==> src/sv/qcr_pkg.sv <==
// Package for the queued command retry block: shared types, codes and reset values.
// Used by qcr_front, qcr_back and the top level; depends on nothing.
`default_nettype none

package qcr_pkg;

   typedef enum logic [1:0] {
      KIND_PUMP    = 2'd0,
      KIND_ENQUEUE = 2'd1,
      KIND_ACK     = 2'd2,
      KIND_NONE    = 2'd3
   } kind_type;

   typedef enum logic [2:0] {
      PH_IDLE    = 3'd0,
      PH_PENDING = 3'd1,
      PH_WAITING = 3'd2,
      PH_DONE    = 3'd3,
      PH_GAVEUP  = 3'd4
   } phase_type;

   // CSR word index (paddr[3:2])
   localparam logic [1:0] REG_ACK_TIMEOUT  = 2'd0;
   localparam logic [1:0] REG_MAX_ATTEMPTS = 2'd1;
   localparam logic [1:0] REG_EXPECTED_CMD = 2'd2;

   localparam logic [15:0] RST_ACK_TIMEOUT  = 16'd700;
   localparam logic [7:0]  RST_MAX_ATTEMPTS = 8'd5;
   localparam logic [15:0] RST_EXPECTED_CMD = 16'd31010;

   localparam logic [7:0] ATTEMPT_SAT = 8'hFF;

   typedef struct packed {
      logic [15:0] ack_timeout_ms;
      logic [7:0]  max_attempts;
      logic [15:0] expected_command;
   } cfg_type;

   typedef struct packed {
      logic [31:0] east;
      logic [31:0] north;
      logic [31:0] alt;
   } drop_type;

   // classified request handed from front to back
   typedef struct packed {
      kind_type    kind;
      logic [31:0] now_ms;
      drop_type    drop;
      logic        ack_ok;
   } cmd_type;

   // result control held between execute and output register
   typedef struct packed {
      logic       send_cmd;
      logic [7:0] confirmation;
      phase_type  phase;
      logic       settled;
      logic       enqueue_rejected;
      logic       acked_event;
      logic       gave_up_event;
      logic       from_ram;
   } mid_type;

endpackage

`default_nettype wire

==> src/sv/qcr_ram.sv <==
// Generic single-write, single-read RAM with registered, enabled read.
// No dependencies.
`default_nettype none

module qcr_ram #(
   parameter int WIDTH = 96,
   parameter int DEPTH = 8
) (
   input  wire logic                                   clock,
   input  wire logic                                   we,
   input  wire logic [(DEPTH > 1 ? $clog2(DEPTH) : 1)-1:0] waddr,
   input  wire logic [WIDTH-1:0]                       wdata,
   input  wire logic                                   re,
   input  wire logic [(DEPTH > 1 ? $clog2(DEPTH) : 1)-1:0] raddr,
   output logic      [WIDTH-1:0]                       rdata
);

   logic [WIDTH-1:0] mem_ff [DEPTH];
   logic [WIDTH-1:0] rdata_ff;

   always_ff @(posedge clock) begin
      if (we) begin
         mem_ff[waddr] <= wdata;
      end
      if (re) begin
         rdata_ff <= mem_ff[raddr];
      end
   end

   assign rdata = rdata_ff;

endmodule

`default_nettype wire

==> src/sv/qcr_front.sv <==
// Front end: classifies incoming requests and holds them in a two-entry queue.
// Depends on qcr_pkg.
`default_nettype none

module qcr_front (
   input  wire logic             clock,
   input  wire logic             reset,
   input  wire logic             req_valid,
   output logic                  req_stall,
   input  wire logic [1:0]       req_type,
   input  wire logic [31:0]      req_now_ms,
   input  wire logic [31:0]      req_drop_east,
   input  wire logic [31:0]      req_drop_north,
   input  wire logic [31:0]      req_drop_alt,
   input  wire logic [15:0]      req_ack_command,
   input  wire logic [7:0]       req_ack_result,
   input  wire qcr_pkg::cfg_type cfg,
   output logic                  cmd_valid,
   input  wire logic             cmd_take,
   output qcr_pkg::cmd_type      cmd
);
   import qcr_pkg::*;

   cmd_type    slot_ff [2];
   cmd_type    entry_in;
   logic       wr_ptr_ff, wr_ptr_in;
   logic       rd_ptr_ff, rd_ptr_in;
   logic [1:0] fill_ff, fill_in;
   logic       push;
   logic       pop;

   always_comb begin
      entry_in.kind       = kind_type'(req_type);
      entry_in.now_ms     = req_now_ms;
      entry_in.drop.east  = req_drop_east;
      entry_in.drop.north = req_drop_north;
      entry_in.drop.alt   = req_drop_alt;
      // ack counts only for the expected command with an accepted result
      entry_in.ack_ok     = (req_ack_command == cfg.expected_command) &&
                            (req_ack_result == 8'd0);
   end

   assign req_stall = (fill_ff == 2'd2);
   assign push      = req_valid && !req_stall;
   assign cmd_valid = (fill_ff != 2'd0);
   assign pop       = cmd_valid && cmd_take;
   assign cmd       = slot_ff[rd_ptr_ff];

   always_comb begin
      wr_ptr_in = push ? !wr_ptr_ff : wr_ptr_ff;
      rd_ptr_in = pop ? !rd_ptr_ff : rd_ptr_ff;
      fill_in   = fill_ff + 2'(push) - 2'(pop);
   end

   always_ff @(posedge clock) begin
      if (reset) begin
         wr_ptr_ff <= 1'b0;
         rd_ptr_ff <= 1'b0;
         fill_ff   <= 2'd0;
      end else begin
         wr_ptr_ff <= wr_ptr_in;
         rd_ptr_ff <= rd_ptr_in;
         fill_ff   <= fill_in;
      end
      if (push) begin
         slot_ff[wr_ptr_ff] <= entry_in;
      end
   end

endmodule

`default_nettype wire

==> src/sv/qcr_back.sv <==
// Back end: executes classified requests against the drop FIFO and retry state,
// then registers one result per request. Depends on qcr_pkg and qcr_ram.
`default_nettype none

module qcr_back #(
   parameter int QUEUE_DEPTH = 8
) (
   input  wire logic             clock,
   input  wire logic             reset,
   input  wire qcr_pkg::cfg_type cfg,
   input  wire logic             cmd_valid,
   output logic                  cmd_take,
   input  wire qcr_pkg::cmd_type cmd,
   output logic                  rsp_valid,
   input  wire logic             rsp_stall,
   output logic                  rsp_send_cmd,
   output logic [7:0]            rsp_confirmation,
   output logic [31:0]           rsp_out_east,
   output logic [31:0]           rsp_out_north,
   output logic [31:0]           rsp_out_alt,
   output logic [2:0]            rsp_phase,
   output logic                  rsp_settled,
   output logic                  rsp_enqueue_rejected,
   output logic                  rsp_acked_event,
   output logic                  rsp_gave_up_event
);
   import qcr_pkg::*;

   localparam int IDX_W = (QUEUE_DEPTH > 1) ? $clog2(QUEUE_DEPTH) : 1;
   localparam int CNT_W = $clog2(QUEUE_DEPTH + 1);
   localparam logic [IDX_W-1:0] LAST_SLOT = IDX_W'(QUEUE_DEPTH - 1);
   localparam logic [CNT_W-1:0] FULL_CNT  = CNT_W'(QUEUE_DEPTH);

   phase_type        phase_ff, phase_in;
   logic [7:0]       attempt_ff, attempt_in;
   logic [31:0]      sent_time_ff, sent_time_in;
   logic [IDX_W-1:0] head_ff, head_in;
   logic [IDX_W-1:0] tail_ff, tail_in;
   logic [CNT_W-1:0] count_ff, count_in;
   drop_type         active_ff;

   mid_type          mid_ff, mid_in;
   logic             mid_valid_ff, mid_valid_in;

   logic             rsp_valid_ff, rsp_valid_in;
   mid_type          rsp_ff;
   drop_type         rsp_drop_ff, rsp_drop_in;

   logic             exec_go;
   logic             out_load;
   logic             ram_we;
   logic             ram_re;
   drop_type         ram_rdata;

   assign out_load = mid_valid_ff && (!rsp_valid_ff || !rsp_stall);
   assign exec_go  = cmd_valid && (!mid_valid_ff || out_load);
   assign cmd_take = exec_go;

   always_comb begin
      phase_type   cur;
      logic        go;
      logic [31:0] elapsed;

      cur          = phase_ff;
      go           = 1'b1;
      elapsed      = cmd.now_ms - sent_time_ff;
      phase_in     = phase_ff;
      attempt_in   = attempt_ff;
      sent_time_in = sent_time_ff;
      head_in      = head_ff;
      tail_in      = tail_ff;
      count_in     = count_ff;
      ram_we       = 1'b0;
      ram_re       = 1'b0;
      mid_in       = '0;
      mid_in.phase = phase_ff;

      unique case (cmd.kind)
         KIND_PUMP: begin
            if (cur == PH_IDLE || cur == PH_DONE || cur == PH_GAVEUP) begin
               if (count_ff == '0) begin
                  phase_in = PH_IDLE;
                  go       = 1'b0;
               end else begin
                  // dequeue; the words come from the registered RAM read, taken by the output register
                  ram_re          = exec_go;
                  head_in         = (head_ff == LAST_SLOT) ? '0 : head_ff + 1'b1;
                  count_in        = count_ff - 1'b1;
                  attempt_in      = 8'd0;
                  mid_in.from_ram = 1'b1;
                  cur             = PH_PENDING;
               end
            end
            if (go && cur == PH_PENDING) begin
               mid_in.send_cmd     = 1'b1;
               mid_in.confirmation = mid_in.from_ram ? 8'd0 : attempt_ff;
               if (mid_in.from_ram) begin
                  attempt_in = 8'd1;
               end else if (attempt_ff != ATTEMPT_SAT) begin
                  attempt_in = attempt_ff + 8'd1;
               end
               sent_time_in = cmd.now_ms;
               phase_in     = PH_WAITING;
            end else if (go && cur == PH_WAITING) begin
               if (elapsed >= {16'd0, cfg.ack_timeout_ms}) begin
                  if (attempt_ff < cfg.max_attempts) begin
                     phase_in = PH_PENDING;
                  end else begin
                     phase_in             = PH_GAVEUP;
                     mid_in.gave_up_event = 1'b1;
                  end
               end
            end
         end
         KIND_ENQUEUE: begin
            if (count_ff == FULL_CNT) begin
               mid_in.enqueue_rejected = 1'b1;
            end else begin
               ram_we   = exec_go;
               tail_in  = (tail_ff == LAST_SLOT) ? '0 : tail_ff + 1'b1;
               count_in = count_ff + 1'b1;
            end
         end
         KIND_ACK: begin
            if (phase_ff == PH_WAITING && cmd.ack_ok) begin
               phase_in           = PH_DONE;
               mid_in.acked_event = 1'b1;
            end
         end
         KIND_NONE: begin
         end
         default: begin
         end
      endcase

      mid_in.phase   = phase_in;
      mid_in.settled = (phase_in != PH_PENDING) && (phase_in != PH_WAITING) &&
                       (count_in == '0);
   end

   qcr_ram #(
      .WIDTH($bits(drop_type)),
      .DEPTH(QUEUE_DEPTH)
   ) u_fifo_ram (
      .clock(clock),
      .we   (ram_we),
      .waddr(tail_ff),
      .wdata(cmd.drop),
      .re   (ram_re),
      .raddr(head_ff),
      .rdata(ram_rdata)
   );

   always_comb begin
      mid_valid_in = exec_go ? 1'b1 : (out_load ? 1'b0 : mid_valid_ff);
      if (out_load) begin
         rsp_valid_in = 1'b1;
      end else if (!rsp_stall) begin
         rsp_valid_in = 1'b0;
      end else begin
         rsp_valid_in = rsp_valid_ff;
      end
      if (!mid_ff.send_cmd) begin
         rsp_drop_in = '0;
      end else if (mid_ff.from_ram) begin
         rsp_drop_in = ram_rdata;
      end else begin
         rsp_drop_in = active_ff;
      end
   end

   always_ff @(posedge clock) begin
      if (reset) begin
         phase_ff     <= PH_IDLE;
         attempt_ff   <= 8'd0;
         sent_time_ff <= 32'd0;
         head_ff      <= '0;
         tail_ff      <= '0;
         count_ff     <= '0;
         active_ff    <= '0;
         mid_valid_ff <= 1'b0;
         rsp_valid_ff <= 1'b0;
      end else begin
         if (exec_go) begin
            phase_ff     <= phase_in;
            attempt_ff   <= attempt_in;
            sent_time_ff <= sent_time_in;
            head_ff      <= head_in;
            tail_ff      <= tail_in;
            count_ff     <= count_in;
         end
         if (out_load && mid_ff.from_ram) begin
            active_ff <= ram_rdata;
         end
         mid_valid_ff <= mid_valid_in;
         rsp_valid_ff <= rsp_valid_in;
      end
      if (exec_go) begin
         mid_ff <= mid_in;
      end
      if (out_load) begin
         rsp_ff      <= mid_ff;
         rsp_drop_ff <= rsp_drop_in;
      end
   end

   assign rsp_valid            = rsp_valid_ff;
   assign rsp_send_cmd         = rsp_ff.send_cmd;
   assign rsp_confirmation     = rsp_ff.confirmation;
   assign rsp_out_east         = rsp_drop_ff.east;
   assign rsp_out_north        = rsp_drop_ff.north;
   assign rsp_out_alt          = rsp_drop_ff.alt;
   assign rsp_phase            = rsp_ff.phase;
   assign rsp_settled          = rsp_ff.settled;
   assign rsp_enqueue_rejected = rsp_ff.enqueue_rejected;
   assign rsp_acked_event      = rsp_ff.acked_event;
   assign rsp_gave_up_event    = rsp_ff.gave_up_event;

endmodule

`default_nettype wire

==> src/sv/queued_command_retry_with_ack.sv <==
// Top level of the queued drop command sender: CSR block, front queue and back end.
// Depends on qcr_pkg, qcr_front, qcr_back (and qcr_ram through qcr_back).
`default_nettype none

// Drop command sender with acknowledgement timeout and retransmission. Each request
// (pump with the current ms time, enqueue of a drop, or acknowledgement) yields exactly
// one result, in order. Sustained rate is one request per clock while rsp_stall is low; a
// request passes through the front queue, the execute stage and the output register.
// The execute stage updates the phase, attempt and FIFO pointers, and the drop FIFO is a
// RAM whose registered read is issued in the execute stage and taken by the output
// register. Drops are held in a FIFO of QUEUE_DEPTH entries; an enqueue into a full FIFO
// is dropped and flagged. Registers (APB, word addressed): 0x0 ack timeout in ms,
// 0x4 max attempts, 0x8 expected command id; write them only while no request is in flight.
module queued_command_retry_with_ack #(
   parameter int QUEUE_DEPTH = 8
) (
   input  wire logic        clock,
   input  wire logic        reset,
   input  wire logic        req_valid,
   output logic             req_stall,
   input  wire logic [1:0]  req_type,
   input  wire logic [31:0] req_now_ms,
   input  wire logic [31:0] req_drop_east,
   input  wire logic [31:0] req_drop_north,
   input  wire logic [31:0] req_drop_alt,
   input  wire logic [15:0] req_ack_command,
   input  wire logic [7:0]  req_ack_result,
   output logic             rsp_valid,
   input  wire logic        rsp_stall,
   output logic             rsp_send_cmd,
   output logic [7:0]       rsp_confirmation,
   output logic [31:0]      rsp_out_east,
   output logic [31:0]      rsp_out_north,
   output logic [31:0]      rsp_out_alt,
   output logic [2:0]       rsp_phase,
   output logic             rsp_settled,
   output logic             rsp_enqueue_rejected,
   output logic             rsp_acked_event,
   output logic             rsp_gave_up_event,
   input  wire logic        psel,
   input  wire logic        penable,
   input  wire logic        pwrite,
   input  wire logic [3:0]  paddr,
   input  wire logic [31:0] pwdata,
   output logic [31:0]      prdata,
   output logic             pready
);
   import qcr_pkg::*;

   cfg_type    cfg_ff;
   logic       csr_wr;
   logic [1:0] csr_idx;
   logic       cmd_valid;
   logic       cmd_take;
   cmd_type    cmd;

   assign pready  = 1'b1;
   assign csr_idx = paddr[3:2];
   assign csr_wr  = psel && penable && pwrite && pready;

   always_ff @(posedge clock) begin
      if (reset) begin
         cfg_ff.ack_timeout_ms   <= RST_ACK_TIMEOUT;
         cfg_ff.max_attempts     <= RST_MAX_ATTEMPTS;
         cfg_ff.expected_command <= RST_EXPECTED_CMD;
      end else if (csr_wr) begin
         unique case (csr_idx)
            REG_ACK_TIMEOUT:  cfg_ff.ack_timeout_ms   <= pwdata[15:0];
            REG_MAX_ATTEMPTS: cfg_ff.max_attempts     <= pwdata[7:0];
            REG_EXPECTED_CMD: cfg_ff.expected_command <= pwdata[15:0];
            default: begin
            end
         endcase
      end
   end

   always_comb begin
      unique case (csr_idx)
         REG_ACK_TIMEOUT:  prdata = {16'd0, cfg_ff.ack_timeout_ms};
         REG_MAX_ATTEMPTS: prdata = {24'd0, cfg_ff.max_attempts};
         REG_EXPECTED_CMD: prdata = {16'd0, cfg_ff.expected_command};
         default:          prdata = 32'd0;
      endcase
   end

   qcr_front u_front (
      .clock          (clock),
      .reset          (reset),
      .req_valid      (req_valid),
      .req_stall      (req_stall),
      .req_type       (req_type),
      .req_now_ms     (req_now_ms),
      .req_drop_east  (req_drop_east),
      .req_drop_north (req_drop_north),
      .req_drop_alt   (req_drop_alt),
      .req_ack_command(req_ack_command),
      .req_ack_result (req_ack_result),
      .cfg            (cfg_ff),
      .cmd_valid      (cmd_valid),
      .cmd_take       (cmd_take),
      .cmd            (cmd)
   );

   qcr_back #(
      .QUEUE_DEPTH(QUEUE_DEPTH)
   ) u_back (
      .clock               (clock),
      .reset               (reset),
      .cfg                 (cfg_ff),
      .cmd_valid           (cmd_valid),
      .cmd_take            (cmd_take),
      .cmd                 (cmd),
      .rsp_valid           (rsp_valid),
      .rsp_stall           (rsp_stall),
      .rsp_send_cmd        (rsp_send_cmd),
      .rsp_confirmation    (rsp_confirmation),
      .rsp_out_east        (rsp_out_east),
      .rsp_out_north       (rsp_out_north),
      .rsp_out_alt         (rsp_out_alt),
      .rsp_phase           (rsp_phase),
      .rsp_settled         (rsp_settled),
      .rsp_enqueue_rejected(rsp_enqueue_rejected),
      .rsp_acked_event     (rsp_acked_event),
      .rsp_gave_up_event   (rsp_gave_up_event)
   );

   // a send always leaves the block waiting for its ack
   a_send_waits: assert property (@(posedge clock) disable iff (reset)
      rsp_valid && rsp_send_cmd |-> rsp_phase == PH_WAITING)
      else $error("send result without waiting phase");

   a_no_send_zero: assert property (@(posedge clock) disable iff (reset)
      rsp_valid && !rsp_send_cmd |-> rsp_confirmation == 8'd0 &&
         rsp_out_east == 32'd0 && rsp_out_north == 32'd0 && rsp_out_alt == 32'd0)
      else $error("request words leaked on a result without send");

   a_ack_done: assert property (@(posedge clock) disable iff (reset)
      rsp_valid && rsp_acked_event |-> rsp_phase == PH_DONE && !rsp_send_cmd &&
         !rsp_gave_up_event)
      else $error("ack event without done phase");

   a_gave_up: assert property (@(posedge clock) disable iff (reset)
      rsp_valid && rsp_gave_up_event |-> rsp_phase == PH_GAVEUP && !rsp_send_cmd)
      else $error("give-up event without gave-up phase");

   a_settled: assert property (@(posedge clock) disable iff (reset)
      rsp_valid && rsp_settled |-> rsp_phase != PH_PENDING && rsp_phase != PH_WAITING)
      else $error("settled while a send is outstanding");

endmodule

`default_nettype wire

==> config.mk <==
export PLATFORM = sky130hd
export DESIGN_NAME = queued_command_retry_with_ack
export DESIGN_NICKNAME = d
export VERILOG_FILES = /design/src/sv/qcr_pkg.sv /design/src/sv/qcr_ram.sv /design/src/sv/qcr_front.sv /design/src/sv/qcr_back.sv /design/src/sv/queued_command_retry_with_ack.sv
export SDC_FILE = /design/constraint.sdc
export NUM_CORES = 2
export LEC_CHECK = 0
export ABC_AREA = 1
export BUFFER_PORTS_ARGS = -buffer_cell sky130_fd_sc_hd__buf_2
export CELL_PAD_IN_SITES_DETAIL_PLACEMENT = 1
export CELL_PAD_IN_SITES_GLOBAL_PLACEMENT = 1
export CORE_UTILIZATION = 52
export CTS_BUF_LIST = sky130_fd_sc_hd__clkbuf_2 sky130_fd_sc_hd__clkbuf_4 sky130_fd_sc_hd__clkbuf_8
export DETAILED_ROUTE_END_ITERATION = 8
export HOLD_SLACK_MARGIN = 0.06
export PLACE_DENSITY_LB_ADDON = 0.1
export SETUP_SLACK_MARGIN = 0.1
export SLEW_MARGIN = 40
export SYNTH_ARGS = -nofsm -noshare
export SYNTH_HDL_FRONTEND = slang
export SYNTH_SLANG_ARGS = --single-unit
==> constraint.sdc <==
create_clock -name clock -period 8.2 [get_ports clock]
set_input_delay 0.41 -clock clock [delete_from_list [all_inputs] [get_ports clock]]
set_output_delay 0.41 -clock clock [all_outputs]
set_load 0.02 [all_outputs]
==> summary.md <==
| Metric | Value |
|---|---|
| PnR worst setup slack | between 3000 and 4000 ps |
| Peak VDD IR | between 150 and 200 uV |
| Drt wl/cell | 23.09 um |
| Post-CTS sizing | 0 |
| Power per Cell Area | 315.6 nW/um2 |
| Max incr delay on CP | 530 ps |
| Worst Skew | just over 50 ps |
| Final setup fails | 0 |
| ANT nets after route | 0 |
| Total Routing Usage GR | 28.33% |
| EDFF count, synth | 1255 |
| DP HPWL | 88.66 mm |
| DR DRC count | 0 |
| Post-CTS Setup Inserts | 0 |
| Max-slew violation count | 0 |
| Top-area cell type share of the netlist area | approximately two thirds |
| Met3 Track Usage GR | ~3.9% |
| Worst Path Max Fanout | 37 |
| Slowest-stage cell, CP | dfxtp_4 |
| Yosys warnings | 0 |
| Largest net degree at the start of global routing | 181 |
| Worst slack, placed | roughly 3400 ps |
| First-pass iteration count of the detailed router | 5 |
| Synth cell types | 55 |
| Post-synthesis sequential area ratio | 71.77% |
| Actual slew at the worst max-slew pin | ~870 ps |
| Most common cell after layout, fill and taps aside | edfxtp_1 |
| Drt total wl | between 150 and 200 mm |
| Num CTS Buffers | between 200 and 250 |
| Hold crit path type | in2reg |
| Die H | between 300 and 400 um |
| Cell taking the most area after synthesis | edfxtp_1 |
| Levels on crit path | 27 |
| RSZ-0062 raised after global routing | no |
| I/O Buffers | a little over 300 |
| # rows | around 120 |
| Crit end category | flip-flop |
| Post-Syn Area | 57980 um2 |
| First-pass GRT wire length | between 200 and 250 mm |
| Peak Freq | around 220 MHz |
| Setup Total Neg Slack | 0 ps |
| R2r worst-path depth | 27 |
| Slew headroom | a little over two fifths |
| Worst EP required | a little under 9000 ps |
| GR Overflow Total | 0 |
| Clock root cell | clkbuf_8 |
| Core area | 110700 um2 |
| H-tree depth | 4 |
| Met2 Use GR | 49.24% |
| Switching Power | between 6000 and 7000 uW |
| Most frequent cells in the layout | edfxtp_1, nor2_1, o21ai_0, nand2_1, buf_2 |
| Cell family with most CP delay | simple AND/OR/NAND/NOR gates |
| Max Root-Sink Buffers | 3 |
| Worst path bufs/invs | 2 |
| Routed vias | ~39000 |
| Via density | roughly 5.7 |
| Total power draw | around 21000 uW |
| Top cells by area, synth | edfxtp_1, dfxtp_1, nor2_1 |
| Outcome | completed |
| Min cycle time layout | about 4600 ps |
| Main synth FF type | edfxtp_1 |
| Layout cells sized above 1 | approximately 17% |
| Initial Util | a little over half |
| Layout area overhead | 16.33% |
| Crit Path Class | reg2reg |
| Initial antenna violation count | 8 |
| Chip Width | 335.9 um |
| Clock power share | around 30% |
| DRT iter0 DRCs | ~2700 |
| LEAKAGE | ~0.024 uW |
| Crit start category | flip-flop |
| Cells after Synth | approximately 4800 |
| Reg power frac | 45.7% |
| GR Util met1 | 35.90% |
| Clk_lat worst skew | about 920 ps |
| Layout net count | between 5000 and 6000 |
| Fin. Hold Viols | 0 |
| FF-to-FF setup slack | approximately 3600 ps |
| Clock sinks | ~1500 |
| Clk slew on worst S/H paths | about 60 ps |
| Logic pwr share | between 20% and 30% |
| Worst setup path endpoint | u_back.mid_ff[4] |
| Die area | 112800 um2 |
| # IOs | around 340 |
| FFs w/ async S/R, synth | 0% |
| Fillcell total | about 11000 |
| Gpl congestion | 0.8368 |
| WP data arrival | 5250 ps |
| Worst r2r dst | u_back.mid_ff[4] |
| Tcrit/Tclk final | 56.20% |
| Hold WS | roughly 130 ps |
| Cell mode on critical path | nand2_1 |
| Net Sw Frac | between 30% and 40% |
| Synth Register Bits | approximately 1500 |
| CTS tree | yes |
| Busiest layer in global routing | met2 |
| Synthesized area per cell | approximately 12 um2 |
| P_int | 14320 uW |
| Vias in the first global route | roughly 41000 |
| Count of max-cap constraint violations | 0 |
flip-flops by register name, summed over array words and instances (netlist names), 2 cells and up, named ones only:
register                  flops
u_back.head_ff                3
u_back.rsp_confirmation       8
u_back.rsp_out_east          32
u_back.count_ff               4
u_front.fill_ff               2
u_front.slot_ff             262
u_back.attempt_ff             8
u_back.phase_ff               3
cfg_ff                       40
u_back.rsp_out_north         32
u_back.u_fifo_ram.mem_ff    768
u_back.mid_ff                17
u_back.sent_time_ff          32
u_back.u_fifo_ram.rdata      96
u_back.rsp_out_alt           32
u_back.rsp_phase              3
u_back.tail_ff                3
u_back.active_ff             96
worst min-delay path by stage:
stage,from,endpoint,slack [ps],depth (start not counted)
3_3_place_gp,u_back.mid_ff[10],u_back.rsp_confirmation[2],410,0
2_1_floorplan,u_back.mid_ff[2],u_back.rsp_acked_event,400,0
5_1_grt,req_valid,u_front.wr_ptr_ff,110,5
6_report,req_valid,u_front.wr_ptr_ff,130,5
3_5_place_dp,u_back.mid_ff[9],u_back.rsp_confirmation[1],410,0
4_1_cts,pwrite,cfg_ff[27],90,5
logic make-up after synthesis:
kind of cell | synth area share, %
flops | 71.77
xor+xnor | 0.5287
other cells | 0.01295
fa+ha+maj | 1.437
simple gates | 9.919
buf+inv | 3.869
compound gates | 10.00
mux | 2.462
metal layers:
layer  up-vias  wire length (um)
met4         0              4951
met1     19972             65740
met2      1141             81620
li1      17893                 -
met3       298              8041
met5         -                 0
cell usage after synthesis, types with 3 or more instances:
| master | count |
|---|---|
| o21ai_0 | 604 |
| xnor2_1 | 11 |
| dfxtp_1 | 196 |
| clkinv_1 | 4 |
| and2_1 | 4 |
| mux2_2 | 125 |
| nand2_2 | 18 |
| ha_1 | 65 |
| nand4_1 | 12 |
| o221ai_1 | 9 |
| o22ai_1 | 100 |
| a211oi_1 | 3 |
| buf_4 | 17 |
| buf_2 | 14 |
| nand3_1 | 93 |
| nor3_1 | 9 |
| xor2_1 | 24 |
| nand3_2 | 5 |
| nor4_1 | 6 |
| nor3_2 | 4 |
| inv_2 | 10 |
| o211ai_1 | 13 |
| nor2_1 | 883 |
| a31oi_1 | 96 |
| nor2_2 | 15 |
| nand3b_1 | 3 |
| buf_1 | 22 |
| a21oi_1 | 238 |
| inv_1 | 292 |
| a21oi_2 | 3 |
| o211a_1 | 3 |
| clkbuf_1 | 217 |
| nand2_1 | 371 |
| edfxtp_1 | 1255 |
final cells by class:
| type | count | area, um2 | area share [%] |
|---|---|---|---|
| well taps | 1488 | 1862 | 2.760 |
| diodes | 2 | 5.005 | 0.007420 |
| clock buffers | 335 | 4141 | 6.140 |
| inverters | 306 | 1179 | 1.747 |
| multi-input cells | 2758 | 14290 | 21.18 |
| flip-flops and latches | 1451 | 41620 | 61.71 |
| clock inverters | 89 | 544.3 | 0.8070 |
| repair buffers | 516 | 3809 | 5.647 |
power groups by stage:
stage	Sequential, uW	Combinational [uW]	Clock (uW)
after floorplan	9970	3340	0
after global placement	9840	4970	0
after global routing	9770	5900	6630
after detailed placement	9880	5210	0
final	9720	5340	6230
after CTS	9740	5310	6310
repair_timing:
item,in CTS,in global routing
hold buffers,155,0
endpoints found under the hold margin,315,0
setup endpoints to repair,0,0
worst min-delay path, stage by stage:
cell,delay (ps)
buf_2,70
o21ai_1,190
inv_1,130
o21ai_0,80
nor2_1,80
through the flow:
| stage | utilization (%) | area [um2] | cells |
|---|---|---|---|
| 3_3_place_gp | 55.05 | 60920 | 6355 |
| 3_5_place_dp | 55.26 | 61160 | 6362 |
| 2_1_floorplan | - | 58030 | 4785 |
| 4_1_cts | 60.90 | 67390 | 6941 |
| 5_1_grt | 60.95 | 67450 | 6945 |
| 6_report | 60.95 | 67450 | 6945 |
Note: power is estimated with default switching activity, not from simulation.
